[src/rtl/core/tws_pkg.sv]
package tws_pkg;

    localparam int ID_W    = 32;
    localparam int DL_W    = 48;
    localparam int CNT_W   = 32;
    localparam int KIND_W  = 3;

    localparam logic OP_ADD  = 1'b0;
    localparam logic OP_SCAN = 1'b1;

    typedef enum logic [KIND_W-1:0] {
        KIND_ADDED    = 3'd0,
        KIND_DUP      = 3'd1,
        KIND_FULL     = 3'd2,
        KIND_FIRED    = 3'd3,
        KIND_OVERFLOW = 3'd4,
        KIND_DONE     = 3'd5
    } kind_t;

    typedef enum logic [1:0] {
        ST_IDLE,
        ST_RUN,
        ST_FINISH
    } state_t;

    typedef struct packed {
        logic [ID_W-1:0]  id;
        logic [DL_W-1:0]  deadline;
        logic [CNT_W-1:0] rounds;
        logic             oneshot;
        logic [CNT_W-1:0] fires;
    } entry_t;

    typedef struct packed {
        logic wr_en;
        logic rd_en;
        logic set_valid;
        logic clr_valid;
    } store_ctl_t;

endpackage

[src/rtl/core/tws_if.sv]
interface tws_req_if;
    logic                       valid;
    logic                       ready;
    logic                       opcode;
    logic [tws_pkg::ID_W-1:0]   task_id;
    logic [tws_pkg::DL_W-1:0]   task_deadline;
    logic [tws_pkg::CNT_W-1:0]  task_rounds;
    logic                       task_oneshot;
    logic [tws_pkg::CNT_W-1:0]  task_fire_count;
    logic [tws_pkg::DL_W-1:0]   now_deadline;

    modport source (
        output valid, opcode, task_id, task_deadline, task_rounds, task_oneshot,
               task_fire_count, now_deadline,
        input  ready
    );
    modport sink (
        input  valid, opcode, task_id, task_deadline, task_rounds, task_oneshot,
               task_fire_count, now_deadline,
        output ready
    );
endinterface

interface tws_rsp_if;
    logic                       valid;
    logic                       ready;
    logic [tws_pkg::KIND_W-1:0] kind;
    logic [tws_pkg::ID_W-1:0]   out_task_id;
    logic                       dispatch_async;
    logic                       repeat_task;
    logic [tws_pkg::CNT_W-1:0]  out_fire_count;
    logic                       last;

    modport source (
        output valid, kind, out_task_id, dispatch_async, repeat_task, out_fire_count,
               last,
        input  ready
    );
    modport sink (
        input  valid, kind, out_task_id, dispatch_async, repeat_task, out_fire_count,
               last,
        output ready
    );
endinterface

interface tws_cfg_if;
    logic valid;
    logic ready;
    logic async_dispatch;

    modport source (
        output valid, async_dispatch,
        input  ready
    );
    modport sink (
        input  valid, async_dispatch,
        output ready
    );
endinterface

[src/rtl/core/tws_store.sv]
module tws_store #(
    parameter int SLOT_ENTRIES = 16,
    parameter int IDX_W        = 4
) (
    input  logic                    clk,
    input  logic                    rst_n,
    input  tws_pkg::store_ctl_t     ctl,
    input  logic [IDX_W-1:0]        wr_addr,
    input  tws_pkg::entry_t         wr_data,
    input  logic [IDX_W-1:0]        rd_addr,
    output tws_pkg::entry_t         rd_data,
    output logic [SLOT_ENTRIES-1:0] valid
);
    import tws_pkg::*;

    entry_t                  mem [SLOT_ENTRIES];
    entry_t                  rd_data_reg;
    logic [SLOT_ENTRIES-1:0] valid_reg;

    always_ff @(posedge clk)
    begin
        if (ctl.wr_en)
        begin
            mem[wr_addr] <= wr_data;
        end
        if (ctl.rd_en)
        begin
            rd_data_reg <= mem[rd_addr];
        end
    end

    always_ff @(posedge clk or negedge rst_n)
    begin
        if (!rst_n)
        begin
            valid_reg <= '0;
        end
        else if (ctl.set_valid)
        begin
            valid_reg[wr_addr] <= 1'b1;
        end
        else if (ctl.clr_valid)
        begin
            valid_reg[wr_addr] <= 1'b0;
        end
    end

    assign rd_data = rd_data_reg;
    assign valid   = valid_reg;

endmodule

[src/rtl/core/timing_wheel_slot_scan.sv]
// One slot of a hashed timing wheel holding up to SLOT_ENTRIES tasks in an entry memory
// with one read and one write port. Every transaction on req, add or scan, walks the entries
// one per cycle through the memory read port, stalling while a fired or overflow result waits
// for rsp to take the previous one; req.ready stays low from acceptance until the closing
// result is issued. An add answers with one result; a scan answers with one result per due
// entry in entry order and a closing done result with last set. The async_dispatch register
// resets to 1; the user must write it through cfg while the block is idle, which it does not enforce.
module timing_wheel_slot_scan #(
    parameter int SLOT_ENTRIES = 16
) (
    input  logic      clk,
    input  logic      rst_n,
    tws_req_if.sink   req,
    tws_rsp_if.source rsp,
    tws_cfg_if.sink   cfg
);
    import tws_pkg::*;

    localparam int IDX_W = (SLOT_ENTRIES > 1) ? $clog2(SLOT_ENTRIES) : 1;
    localparam logic [IDX_W-1:0] LAST_IDX = IDX_W'(SLOT_ENTRIES - 1);

    state_t             state_reg, state_next;
    logic               op_reg;
    entry_t             task_reg;
    logic [DL_W-1:0]    now_reg;
    logic               async_reg;
    logic [IDX_W-1:0]   idx_reg, idx_next;
    logic               dup_reg, dup_next;
    logic               free_found_reg, free_found_next;
    logic [IDX_W-1:0]   free_idx_reg, free_idx_next;

    logic               rsp_valid_reg, rsp_valid_next;
    kind_t              rsp_kind_reg, rsp_kind_next;
    logic [ID_W-1:0]    rsp_id_reg, rsp_id_next;
    logic               rsp_dispatch_reg, rsp_dispatch_next;
    logic               rsp_repeat_reg, rsp_repeat_next;
    logic [CNT_W-1:0]   rsp_fire_count_reg, rsp_fire_count_next;
    logic               rsp_last_reg, rsp_last_next;

    store_ctl_t              ctl;
    logic [IDX_W-1:0]        wr_addr;
    entry_t                  wr_data;
    logic [IDX_W-1:0]        rd_addr;
    entry_t                  cur;
    logic [SLOT_ENTRIES-1:0] valid;

    logic accept;
    logic rsp_free;
    logic cur_valid;
    logic due;
    logic scan_hit;
    logic advance;
    logic is_last_idx;
    logic fire;

    tws_store #(
        .SLOT_ENTRIES(SLOT_ENTRIES),
        .IDX_W       (IDX_W)
    ) u_store (
        .clk    (clk),
        .rst_n  (rst_n),
        .ctl    (ctl),
        .wr_addr(wr_addr),
        .wr_data(wr_data),
        .rd_addr(rd_addr),
        .rd_data(cur),
        .valid  (valid)
    );

    assign req.ready   = (state_reg == ST_IDLE);
    assign accept      = req.valid && req.ready;
    assign cfg.ready   = 1'b1;
    assign rsp_free    = !rsp_valid_reg || rsp.ready;
    assign cur_valid   = valid[idx_reg];
    assign due         = (cur.deadline <= now_reg);
    assign fire        = (cur.rounds == '0);
    assign scan_hit    = (op_reg == OP_SCAN) && cur_valid && due;
    assign advance     = !scan_hit || rsp_free;
    assign is_last_idx = (idx_reg == LAST_IDX);

    always_comb
    begin
        state_next = state_reg;
        case (state_reg)
            ST_IDLE:
            begin
                if (accept)
                begin
                    state_next = ST_RUN;
                end
            end
            ST_RUN:
            begin
                if (advance && is_last_idx)
                begin
                    state_next = ST_FINISH;
                end
            end
            ST_FINISH:
            begin
                if (rsp_free)
                begin
                    state_next = ST_IDLE;
                end
            end
            default:
            begin
                state_next = ST_IDLE;
            end
        endcase
    end

    always_comb
    begin
        ctl                 = '0;
        wr_addr             = idx_reg;
        wr_data             = cur;
        rd_addr             = '0;
        idx_next            = idx_reg;
        dup_next            = dup_reg;
        free_found_next     = free_found_reg;
        free_idx_next       = free_idx_reg;
        rsp_valid_next      = rsp_valid_reg && !rsp.ready;
        rsp_kind_next       = rsp_kind_reg;
        rsp_id_next         = rsp_id_reg;
        rsp_dispatch_next   = rsp_dispatch_reg;
        rsp_repeat_next     = rsp_repeat_reg;
        rsp_fire_count_next = rsp_fire_count_reg;
        rsp_last_next       = rsp_last_reg;
        wr_data.rounds      = cur.rounds - CNT_W'(1);
        case (state_reg)
            ST_IDLE:
            begin
                if (accept)
                begin
                    ctl.rd_en       = 1'b1;
                    idx_next        = '0;
                    dup_next        = 1'b0;
                    free_found_next = 1'b0;
                end
            end
            ST_RUN:
            begin
                if (advance)
                begin
                    if (!is_last_idx)
                    begin
                        ctl.rd_en = 1'b1;
                        rd_addr   = idx_reg + IDX_W'(1);
                        idx_next  = idx_reg + IDX_W'(1);
                    end
                    if (op_reg == OP_ADD)
                    begin
                        if (cur_valid && (cur.id == task_reg.id))
                        begin
                            dup_next = 1'b1;
                        end
                        if (!cur_valid && !free_found_reg)
                        begin
                            free_found_next = 1'b1;
                            free_idx_next   = idx_reg;
                        end
                    end
                    else if (cur_valid && !due)
                    begin
                        ctl.wr_en = 1'b1;
                    end
                    else if (scan_hit)
                    begin
                        ctl.clr_valid       = fire;
                        rsp_valid_next      = 1'b1;
                        rsp_kind_next       = fire ? KIND_FIRED : KIND_OVERFLOW;
                        rsp_id_next         = cur.id;
                        rsp_dispatch_next   = fire && async_reg;
                        rsp_repeat_next     = fire && !cur.oneshot;
                        rsp_fire_count_next = !fire ? '0 :
                                              (cur.oneshot ? cur.fires : cur.fires + CNT_W'(1));
                        rsp_last_next       = 1'b0;
                    end
                end
            end
            ST_FINISH:
            begin
                wr_addr = free_idx_reg;
                wr_data = task_reg;
                if (rsp_free)
                begin
                    rsp_valid_next      = 1'b1;
                    rsp_dispatch_next   = 1'b0;
                    rsp_repeat_next     = 1'b0;
                    rsp_fire_count_next = '0;
                    rsp_last_next       = 1'b1;
                    if (op_reg == OP_SCAN)
                    begin
                        rsp_kind_next = KIND_DONE;
                        rsp_id_next   = '0;
                    end
                    else
                    begin
                        rsp_id_next = task_reg.id;
                        if (dup_reg)
                        begin
                            rsp_kind_next = KIND_DUP;
                        end
                        else if (!free_found_reg)
                        begin
                            rsp_kind_next = KIND_FULL;
                        end
                        else
                        begin
                            rsp_kind_next = KIND_ADDED;
                            ctl.wr_en     = 1'b1;
                            ctl.set_valid = 1'b1;
                        end
                    end
                end
            end
            default:
            begin
                ctl = '0;
            end
        endcase
    end

    always_ff @(posedge clk or negedge rst_n)
    begin
        if (!rst_n)
        begin
            state_reg      <= ST_IDLE;
            async_reg      <= 1'b1;
            idx_reg        <= '0;
            dup_reg        <= 1'b0;
            free_found_reg <= 1'b0;
            rsp_valid_reg  <= 1'b0;
        end
        else
        begin
            state_reg      <= state_next;
            idx_reg        <= idx_next;
            dup_reg        <= dup_next;
            free_found_reg <= free_found_next;
            rsp_valid_reg  <= rsp_valid_next;
            if (cfg.valid && cfg.ready)
            begin
                async_reg <= cfg.async_dispatch;
            end
        end
    end

    always_ff @(posedge clk)
    begin
        if (accept)
        begin
            op_reg           <= req.opcode;
            task_reg.id       <= req.task_id;
            task_reg.deadline <= req.task_deadline;
            task_reg.rounds   <= req.task_rounds;
            task_reg.oneshot  <= req.task_oneshot;
            task_reg.fires    <= req.task_fire_count;
            now_reg          <= req.now_deadline;
        end
        free_idx_reg       <= free_idx_next;
        rsp_kind_reg       <= rsp_kind_next;
        rsp_id_reg         <= rsp_id_next;
        rsp_dispatch_reg   <= rsp_dispatch_next;
        rsp_repeat_reg     <= rsp_repeat_next;
        rsp_fire_count_reg <= rsp_fire_count_next;
        rsp_last_reg       <= rsp_last_next;
    end

    assign rsp.valid          = rsp_valid_reg;
    assign rsp.kind           = rsp_kind_reg;
    assign rsp.out_task_id    = rsp_id_reg;
    assign rsp.dispatch_async = rsp_dispatch_reg;
    assign rsp.repeat_task    = rsp_repeat_reg;
    assign rsp.out_fire_count = rsp_fire_count_reg;
    assign rsp.last           = rsp_last_reg;

    a_accept_starts_walk: assert property (@(posedge clk) disable iff (!rst_n)
        accept |=> (state_reg == ST_RUN) && (idx_reg == '0))
        else $error("accepted transaction did not start the entry walk");

    a_finish_emits_last: assert property (@(posedge clk) disable iff (!rst_n)
        (state_reg == ST_FINISH) && rsp_free |=>
            (state_reg == ST_IDLE) && rsp_valid_reg && rsp_last_reg)
        else $error("closing result missing after walk");

    a_done_is_last: assert property (@(posedge clk) disable iff (!rst_n)
        rsp_valid_reg && (rsp_kind_reg == KIND_DONE) |-> rsp_last_reg && (rsp_id_reg == '0))
        else $error("done result without last or with nonzero id");

    a_fired_fields_only: assert property (@(posedge clk) disable iff (!rst_n)
        rsp_valid_reg && (rsp_kind_reg != KIND_FIRED) |->
            !rsp_dispatch_reg && !rsp_repeat_reg && (rsp_fire_count_reg == '0))
        else $error("fired-only fields set on another result kind");

    a_no_emit_mid_walk_last: assert property (@(posedge clk) disable iff (!rst_n)
        (state_reg == ST_RUN) && scan_hit && rsp_free |=> rsp_valid_reg && !rsp_last_reg)
        else $error("entry result lost or marked last");

endmodule

[src/flat_wrapper.sv]
// flat-port wrapper written by rule: the top's interface ports become plain ports
module timing_wheel_slot_scan_flat import tws_pkg::*;
#(
    parameter int SLOT_ENTRIES = 16
)
  (clk, rst_n, req_valid, req_opcode, req_task_id, req_task_deadline, req_task_rounds, req_task_oneshot, req_task_fire_count, req_now_deadline, req_ready, rsp_valid, rsp_kind, rsp_out_task_id, rsp_dispatch_async, rsp_repeat_task, rsp_out_fire_count, rsp_last, rsp_ready, cfg_valid, cfg_async_dispatch, cfg_ready);
  tws_req_if req_i ();
  tws_rsp_if rsp_i ();
  tws_cfg_if cfg_i ();
  input  logic clk;
  input  logic rst_n;
  input wire logic [$bits(req_i.valid)-1:0] req_valid;
  input wire logic [$bits(req_i.opcode)-1:0] req_opcode;
  input wire logic [$bits(req_i.task_id)-1:0] req_task_id;
  input wire logic [$bits(req_i.task_deadline)-1:0] req_task_deadline;
  input wire logic [$bits(req_i.task_rounds)-1:0] req_task_rounds;
  input wire logic [$bits(req_i.task_oneshot)-1:0] req_task_oneshot;
  input wire logic [$bits(req_i.task_fire_count)-1:0] req_task_fire_count;
  input wire logic [$bits(req_i.now_deadline)-1:0] req_now_deadline;
  output wire logic [$bits(req_i.ready)-1:0] req_ready;
  output wire logic [$bits(rsp_i.valid)-1:0] rsp_valid;
  output wire logic [$bits(rsp_i.kind)-1:0] rsp_kind;
  output wire logic [$bits(rsp_i.out_task_id)-1:0] rsp_out_task_id;
  output wire logic [$bits(rsp_i.dispatch_async)-1:0] rsp_dispatch_async;
  output wire logic [$bits(rsp_i.repeat_task)-1:0] rsp_repeat_task;
  output wire logic [$bits(rsp_i.out_fire_count)-1:0] rsp_out_fire_count;
  output wire logic [$bits(rsp_i.last)-1:0] rsp_last;
  input wire logic [$bits(rsp_i.ready)-1:0] rsp_ready;
  input wire logic [$bits(cfg_i.valid)-1:0] cfg_valid;
  input wire logic [$bits(cfg_i.async_dispatch)-1:0] cfg_async_dispatch;
  output wire logic [$bits(cfg_i.ready)-1:0] cfg_ready;
  assign req_i.valid = req_valid;
  assign req_i.opcode = req_opcode;
  assign req_i.task_id = req_task_id;
  assign req_i.task_deadline = req_task_deadline;
  assign req_i.task_rounds = req_task_rounds;
  assign req_i.task_oneshot = req_task_oneshot;
  assign req_i.task_fire_count = req_task_fire_count;
  assign req_i.now_deadline = req_now_deadline;
  assign req_ready = req_i.ready;
  assign rsp_valid = rsp_i.valid;
  assign rsp_kind = rsp_i.kind;
  assign rsp_out_task_id = rsp_i.out_task_id;
  assign rsp_dispatch_async = rsp_i.dispatch_async;
  assign rsp_repeat_task = rsp_i.repeat_task;
  assign rsp_out_fire_count = rsp_i.out_fire_count;
  assign rsp_last = rsp_i.last;
  assign rsp_i.ready = rsp_ready;
  assign cfg_i.valid = cfg_valid;
  assign cfg_i.async_dispatch = cfg_async_dispatch;
  assign cfg_ready = cfg_i.ready;
  timing_wheel_slot_scan #(.SLOT_ENTRIES(SLOT_ENTRIES)) u_core (.clk(clk), .rst_n(rst_n), .req(req_i), .rsp(rsp_i), .cfg(cfg_i));
endmodule
[config.mk]
export PLATFORM = sky130hd
export DESIGN_NAME = timing_wheel_slot_scan_flat
export DESIGN_NICKNAME = d
export VERILOG_FILES = /design/src/rtl/core/tws_pkg.sv /design/src/rtl/core/tws_if.sv /design/src/rtl/core/tws_store.sv /design/src/rtl/core/timing_wheel_slot_scan.sv /design/src/flat_wrapper.sv
export SDC_FILE = /design/constraint.sdc
export NUM_CORES = 2
export LEC_CHECK = 0
export BUFFER_PORTS_ARGS = -buffer_cell sky130_fd_sc_hd__buf_2
export CORE_MARGIN = 2
export CORE_UTILIZATION = 35
export DETAILED_ROUTE_END_ITERATION = 6
export SLEW_MARGIN = 15
export SYNTH_ARGS = -nofsm -noshare
export SYNTH_HDL_FRONTEND = slang
export SYNTH_HIERARCHICAL = 1
export SYNTH_SLANG_ARGS = --single-unit
[constraint.sdc]
create_clock -name clk -period 28.3 [get_ports clk]
set_input_delay 1.415 -clock clk [delete_from_list [all_inputs] [get_ports clk]]
set_output_delay 1.415 -clock clk [all_outputs]
set_load 0.01 [all_outputs]
==> results.md <==
* Final routed wire length divided by cell count at 28.0 um
* Area of the core at 303,000 um^2
* Cells taking the most area after synthesis: sky130_fd_sc_hd__edfxtp_1 77%, sky130_fd_sc_hd__mux4_2 14%, sky130_fd_sc_hd__mux2_2 0.89%
* Clock buffers created by TritonCTS at 293
* Clock tree from TritonCTS: done
* Area enclosed by the die boundary at 308,000 um^2
* Area growth syn-to-layout at 15.3%
* Setup-violating endpoint count in the final report at 0
* Critical register-to-register path endpoint: u_core/u_store/rd_data[102]$_DFFE_PP_
* Number of cells produced by synthesis at 4,806
* Number of nets with antenna violations after detailed routing at 0
* Timing-limited maximum frequency at 130 MHz
* Overflow left after global routing at 0
* Post-Synthesis Mean Instance Area at 22.1 um^2
* Clk Latency, worst-skew pair at 0.91 ns
* Static leakage at 0.0383 uW
* Part of the power in registers at 0.457
* Overall fraction of global-route tracks in use at 0.170
* Type of the worst setup path: reg -> reg
* # rows at 202
* HPWL after DPL at 138,000 um
* Synth warnings at 6
* Run status: completed
* Number of flip-flops in the largest register at 2,320
* Fraction of final layout cells sized beyond drive strength 1 at 0.292
* Detailed-route via count at 50,500
* Max_cap viols at 0
* Internal reg-to-reg setup slack at 20.61 ns
* Commonest register cell after synthesis: sky130_fd_sc_hd__edfxtp_1
* Critical Path Source Type: flop
* Post-cts resize count at 0
* CTS clock-pin slew for the worst setup and hold paths at 0.06 ns
* Num ports at 273
* Number of storage elements in the synthesis netlist at 2,759
* Slowest stage cell, crit path: sky130_fd_sc_hd__buf_4
* Timing startpoint of the critical path: u_core/u_store/rd_data[106]$_DFFE_PP_
* Max_slew headroom at 0.217
* Number of antenna violations at the first check in global routing at 39
* DRC at 0
* Logic pwr share at 0.224
* Post-synthesis cell type count at 61
* Async set or reset register ratio after synthesis at 0.00942
* Routability congestion estimate at 0.766
* Share of the yosys chip area belonging to registers at 0.779
* Net count of the mapped netlist at 5,060
* Crit path max fanout at 104
* Final critical path time including I/O delays and setup at 7.69 ns
* Wire length reported by the detailed router at 267,000 um
* Worst flop-to-flop path startpoint: u_core/u_store/rd_data[106]$_DFFE_PP_
* Clock tree skew after final layout at 0.0781 ns
* Final net count at 5,538
* Detailed-routing iteration count for the pre-antenna-repair pass at 5
* Maximum resistive drop on vdd at 145 uV
* Number of failing hold endpoints at the final stage at 0
* Worst setup EP type: flop
* Via count of the first global-routing pass at 52,300
* Switching power total at 3330 uW
* Quantity of I/O buffers inserted on ports at 271
* Clk sink count at 2,759
* Starting density of the core at 0.351
* Final max-slew violation count at 0
* Number of post-CTS setup repair buffers at 0
* CTS Hold Bufs at 0
* Final cycle utilization of the critical path at 0.272
* Portion of total power attributed to the clock network at 0.319
* Critical path destination: u_core/u_store/rd_data[102]$_DFFE_PP_
* Register-to-Register Path Depth at 14
* Total Negative Setup Slacks at 0 ns
* First-pass GRT wire length at 381,000 um
* H-tree depth reported by CTS at 5
* Vertical die dimension at 555 um
* Final design instance area without fill at 123,000 um^2
* Area of placed instances at 113,000 um^2
* RSZ-0062 raised after global routing: false
* Internal at 8720 uW
* Number of enable flip-flop cells after synthesis at 2,733
* Library cell with the largest summed area after synthesis: sky130_fd_sc_hd__edfxtp_1
* Cells along the critical path: ha_1 -> nand3_1 -> or4_1 -> nor2_1 -> a41oi_1 -> nand4_1 -> nand2_1 -> nor3_2 -> buf_4 -> buf_4 -> buf_12 -> buf_4 -> mux4_2 -> mux4_2
* Type of the worst min-delay path: reg -> reg
* Pwr Total at 12,000 uW
* Worst path arrival time at 8.30 ns
* Clock root buffer: sky130_fd_sc_hd__clkbuf_16
* Share of the synthesized area in the top cell type at 0.772
* Buffer levels on the longest clock path at 4
* Synthesized cell area at 106,000 um^2
* Transition time at the pin with the least slew margin at 1.17 ns
* Cell area power density at 98.3 nW/um^2
* Largest net degree at the start of global routing at 134
* First-iteration detailed-routing DRC count at 5,767
* Number of vias per cell after detailed routing at 5.32
* Required time of the worst setup path at 28.91 ns
* Switching power as a share of total power at 0.277
* Horiz. Die Dim at 555 um
* Library cell appearing most often on the critical path: sky130_fd_sc_hd__buf_4
* Max incr delay on CP at 0.82 ns
-- power by group through the flow --
stage	combinational, uW	sequential, uW	clock [uW]
final	2700	5500	3850
after global routing	2930	5520	4070
after CTS	2740	5510	3920
after detailed placement	2730	5590	0
after global placement	2670	5590	0
after floorplan	1980	5540	0
-- cell families after synthesis --
family	Yosys count	synth area share
AND/OR/NAND/NOR	417	0.0194
buffers and inverters	324	0.0141
AO/OA/AOI/OAI	336	0.0186
other	1	0.0000353
adder cells (fa/ha/maj)	54	0.00636
multiplexers	825	0.155
XOR/XNOR	90	0.00742
flip-flops	2759	0.779
-- worst max-delay path: cells and delay by family (launching register included) --
family                     cells  cell delay, ns
adders and majority gates      1            0.35
AOI/OAI and AO/OA              1            0.38
muxes                          2            1.07
and+or+nand+nor                6            2.03
buffers and inverters          4            2.92
DFF                            1            0.49
-- synthesized netlist by cell type (2+ instances only) --
cell type,n
sky130_fd_sc_hd__a21oi_1,85
sky130_fd_sc_hd__clkbuf_1,108
sky130_fd_sc_hd__nor3b_1,3
sky130_fd_sc_hd__or3_1,6
sky130_fd_sc_hd__inv_1,96
sky130_fd_sc_hd__or4_4,2
sky130_fd_sc_hd__mux2_2,84
sky130_fd_sc_hd__nor2_1,86
sky130_fd_sc_hd__a31oi_1,9
sky130_fd_sc_hd__a41oi_1,2
sky130_fd_sc_hd__nand2_1,152
sky130_fd_sc_hd__nor4_1,14
sky130_fd_sc_hd__nand2b_1,6
sky130_fd_sc_hd__a211oi_1,51
sky130_fd_sc_hd__dfrtp_1,25
sky130_fd_sc_hd__nor2b_1,57
sky130_fd_sc_hd__o21ai_0,136
sky130_fd_sc_hd__nand3b_1,5
sky130_fd_sc_hd__mux2i_1,90
sky130_fd_sc_hd__o211ai_1,4
sky130_fd_sc_hd__or4_1,10
sky130_fd_sc_hd__and4_1,3
sky130_fd_sc_hd__xnor2_1,48
sky130_fd_sc_hd__buf_1,16
sky130_fd_sc_hd__edfxtp_1,2733
sky130_fd_sc_hd__buf_6,14
sky130_fd_sc_hd__o31ai_1,4
sky130_fd_sc_hd__xor2_1,42
sky130_fd_sc_hd__and3_1,8
sky130_fd_sc_hd__ha_1,54
sky130_fd_sc_hd__nor3_1,8
sky130_fd_sc_hd__a21o_1,5
sky130_fd_sc_hd__buf_4,27
sky130_fd_sc_hd__nand4_1,22
sky130_fd_sc_hd__nand3_1,20
sky130_fd_sc_hd__or2_2,3
sky130_fd_sc_hd__and2_1,3
sky130_fd_sc_hd__buf_2,62
sky130_fd_sc_hd__mux4_2,651
sky130_fd_sc_hd__o221ai_1,20
sky130_fd_sc_hd__o21a_1,3
sky130_fd_sc_hd__o22ai_1,10
-- worst min-delay path by stage --
stage | slack, ns | cells after the start | to | start
after floorplan | 0.45 | 0 | u_core/free_idx_reg[1]$_DFFE_PP_ | u_core/idx_reg[1]$_DFFE_PN0P_
after CTS | 0.51 | 2 | flop | flop
after global placement | 0.50 | 2 | flop | flop
after detailed placement | 0.50 | 0 | u_core/free_idx_reg[3]$_DFFE_PP_ | u_core/idx_reg[3]$_DFFE_PN0P_
final | 0.51 | 2 | flop | flop
after global routing | 0.55 | 2 | flop | flop
-- routing by layer --
layer | routed length, um | vias up | GRT usage
met5 | 53 | - | 0
met4 | 6340 | 8 | 0.0448
met3 | 16100 | 355 | 0.0244
met2 | 132000 | 1744 | 0.287
met1 | 112000 | 27400 | 0.232
li1 | - | 21000 | -
-- layout by cell type, fill, tap and decap left out, types with 22 or more instances in the layout --
| cell | count |
|---|---|
| sky130_fd_sc_hd__a211oi_1 | 51 |
| sky130_fd_sc_hd__a21oi_1 | 85 |
| sky130_fd_sc_hd__buf_2 | 271 |
| sky130_fd_sc_hd__buf_4 | 122 |
| sky130_fd_sc_hd__bufinv_16 | 30 |
| sky130_fd_sc_hd__clkbuf_1 | 58 |
| sky130_fd_sc_hd__clkbuf_16 | 299 |
| sky130_fd_sc_hd__clkinv_1 | 45 |
| sky130_fd_sc_hd__clkinv_2 | 57 |
| sky130_fd_sc_hd__dfrtp_1 | 25 |
| sky130_fd_sc_hd__edfxtp_1 | 2733 |
| sky130_fd_sc_hd__ha_1 | 53 |
| sky130_fd_sc_hd__inv_1 | 95 |
| sky130_fd_sc_hd__mux2_2 | 84 |
| sky130_fd_sc_hd__mux2i_1 | 90 |
| sky130_fd_sc_hd__mux4_2 | 651 |
| sky130_fd_sc_hd__nand2_1 | 152 |
| sky130_fd_sc_hd__nand4_1 | 22 |
| sky130_fd_sc_hd__nor2_1 | 68 |
| sky130_fd_sc_hd__nor2b_1 | 56 |
| sky130_fd_sc_hd__o21ai_0 | 127 |
| sky130_fd_sc_hd__xnor2_1 | 48 |
| sky130_fd_sc_hd__xor2_1 | 42 |
-- per-stage QoR --
stage	setup WS (ns)	instances	hold WS, ns	util
detailed placement	20.32	8966	0.504	0.373
floorplan	14.95	4806	0.449	-
global placement	20.43	8966	0.497	0.373
global route	19.98	9498	0.549	0.405
finish	20.61	9503	0.513	0.405
CTS	20.36	9493	0.509	0.405
-- layout make-up --
type,count,area (um^2)
Sequential cell,2759,82700
Fill cell,26200,180000
Timing Repair Buffer,410,2610
Inverter,97,379
Clock buffer,362,7770
Multi-Input combinational cell,1723,22200
Tap cell,3978,4980
Clock inverter,165,1830
Antenna cell,9,22.5
No activity file was read; power rests on OpenSTA's default activity.
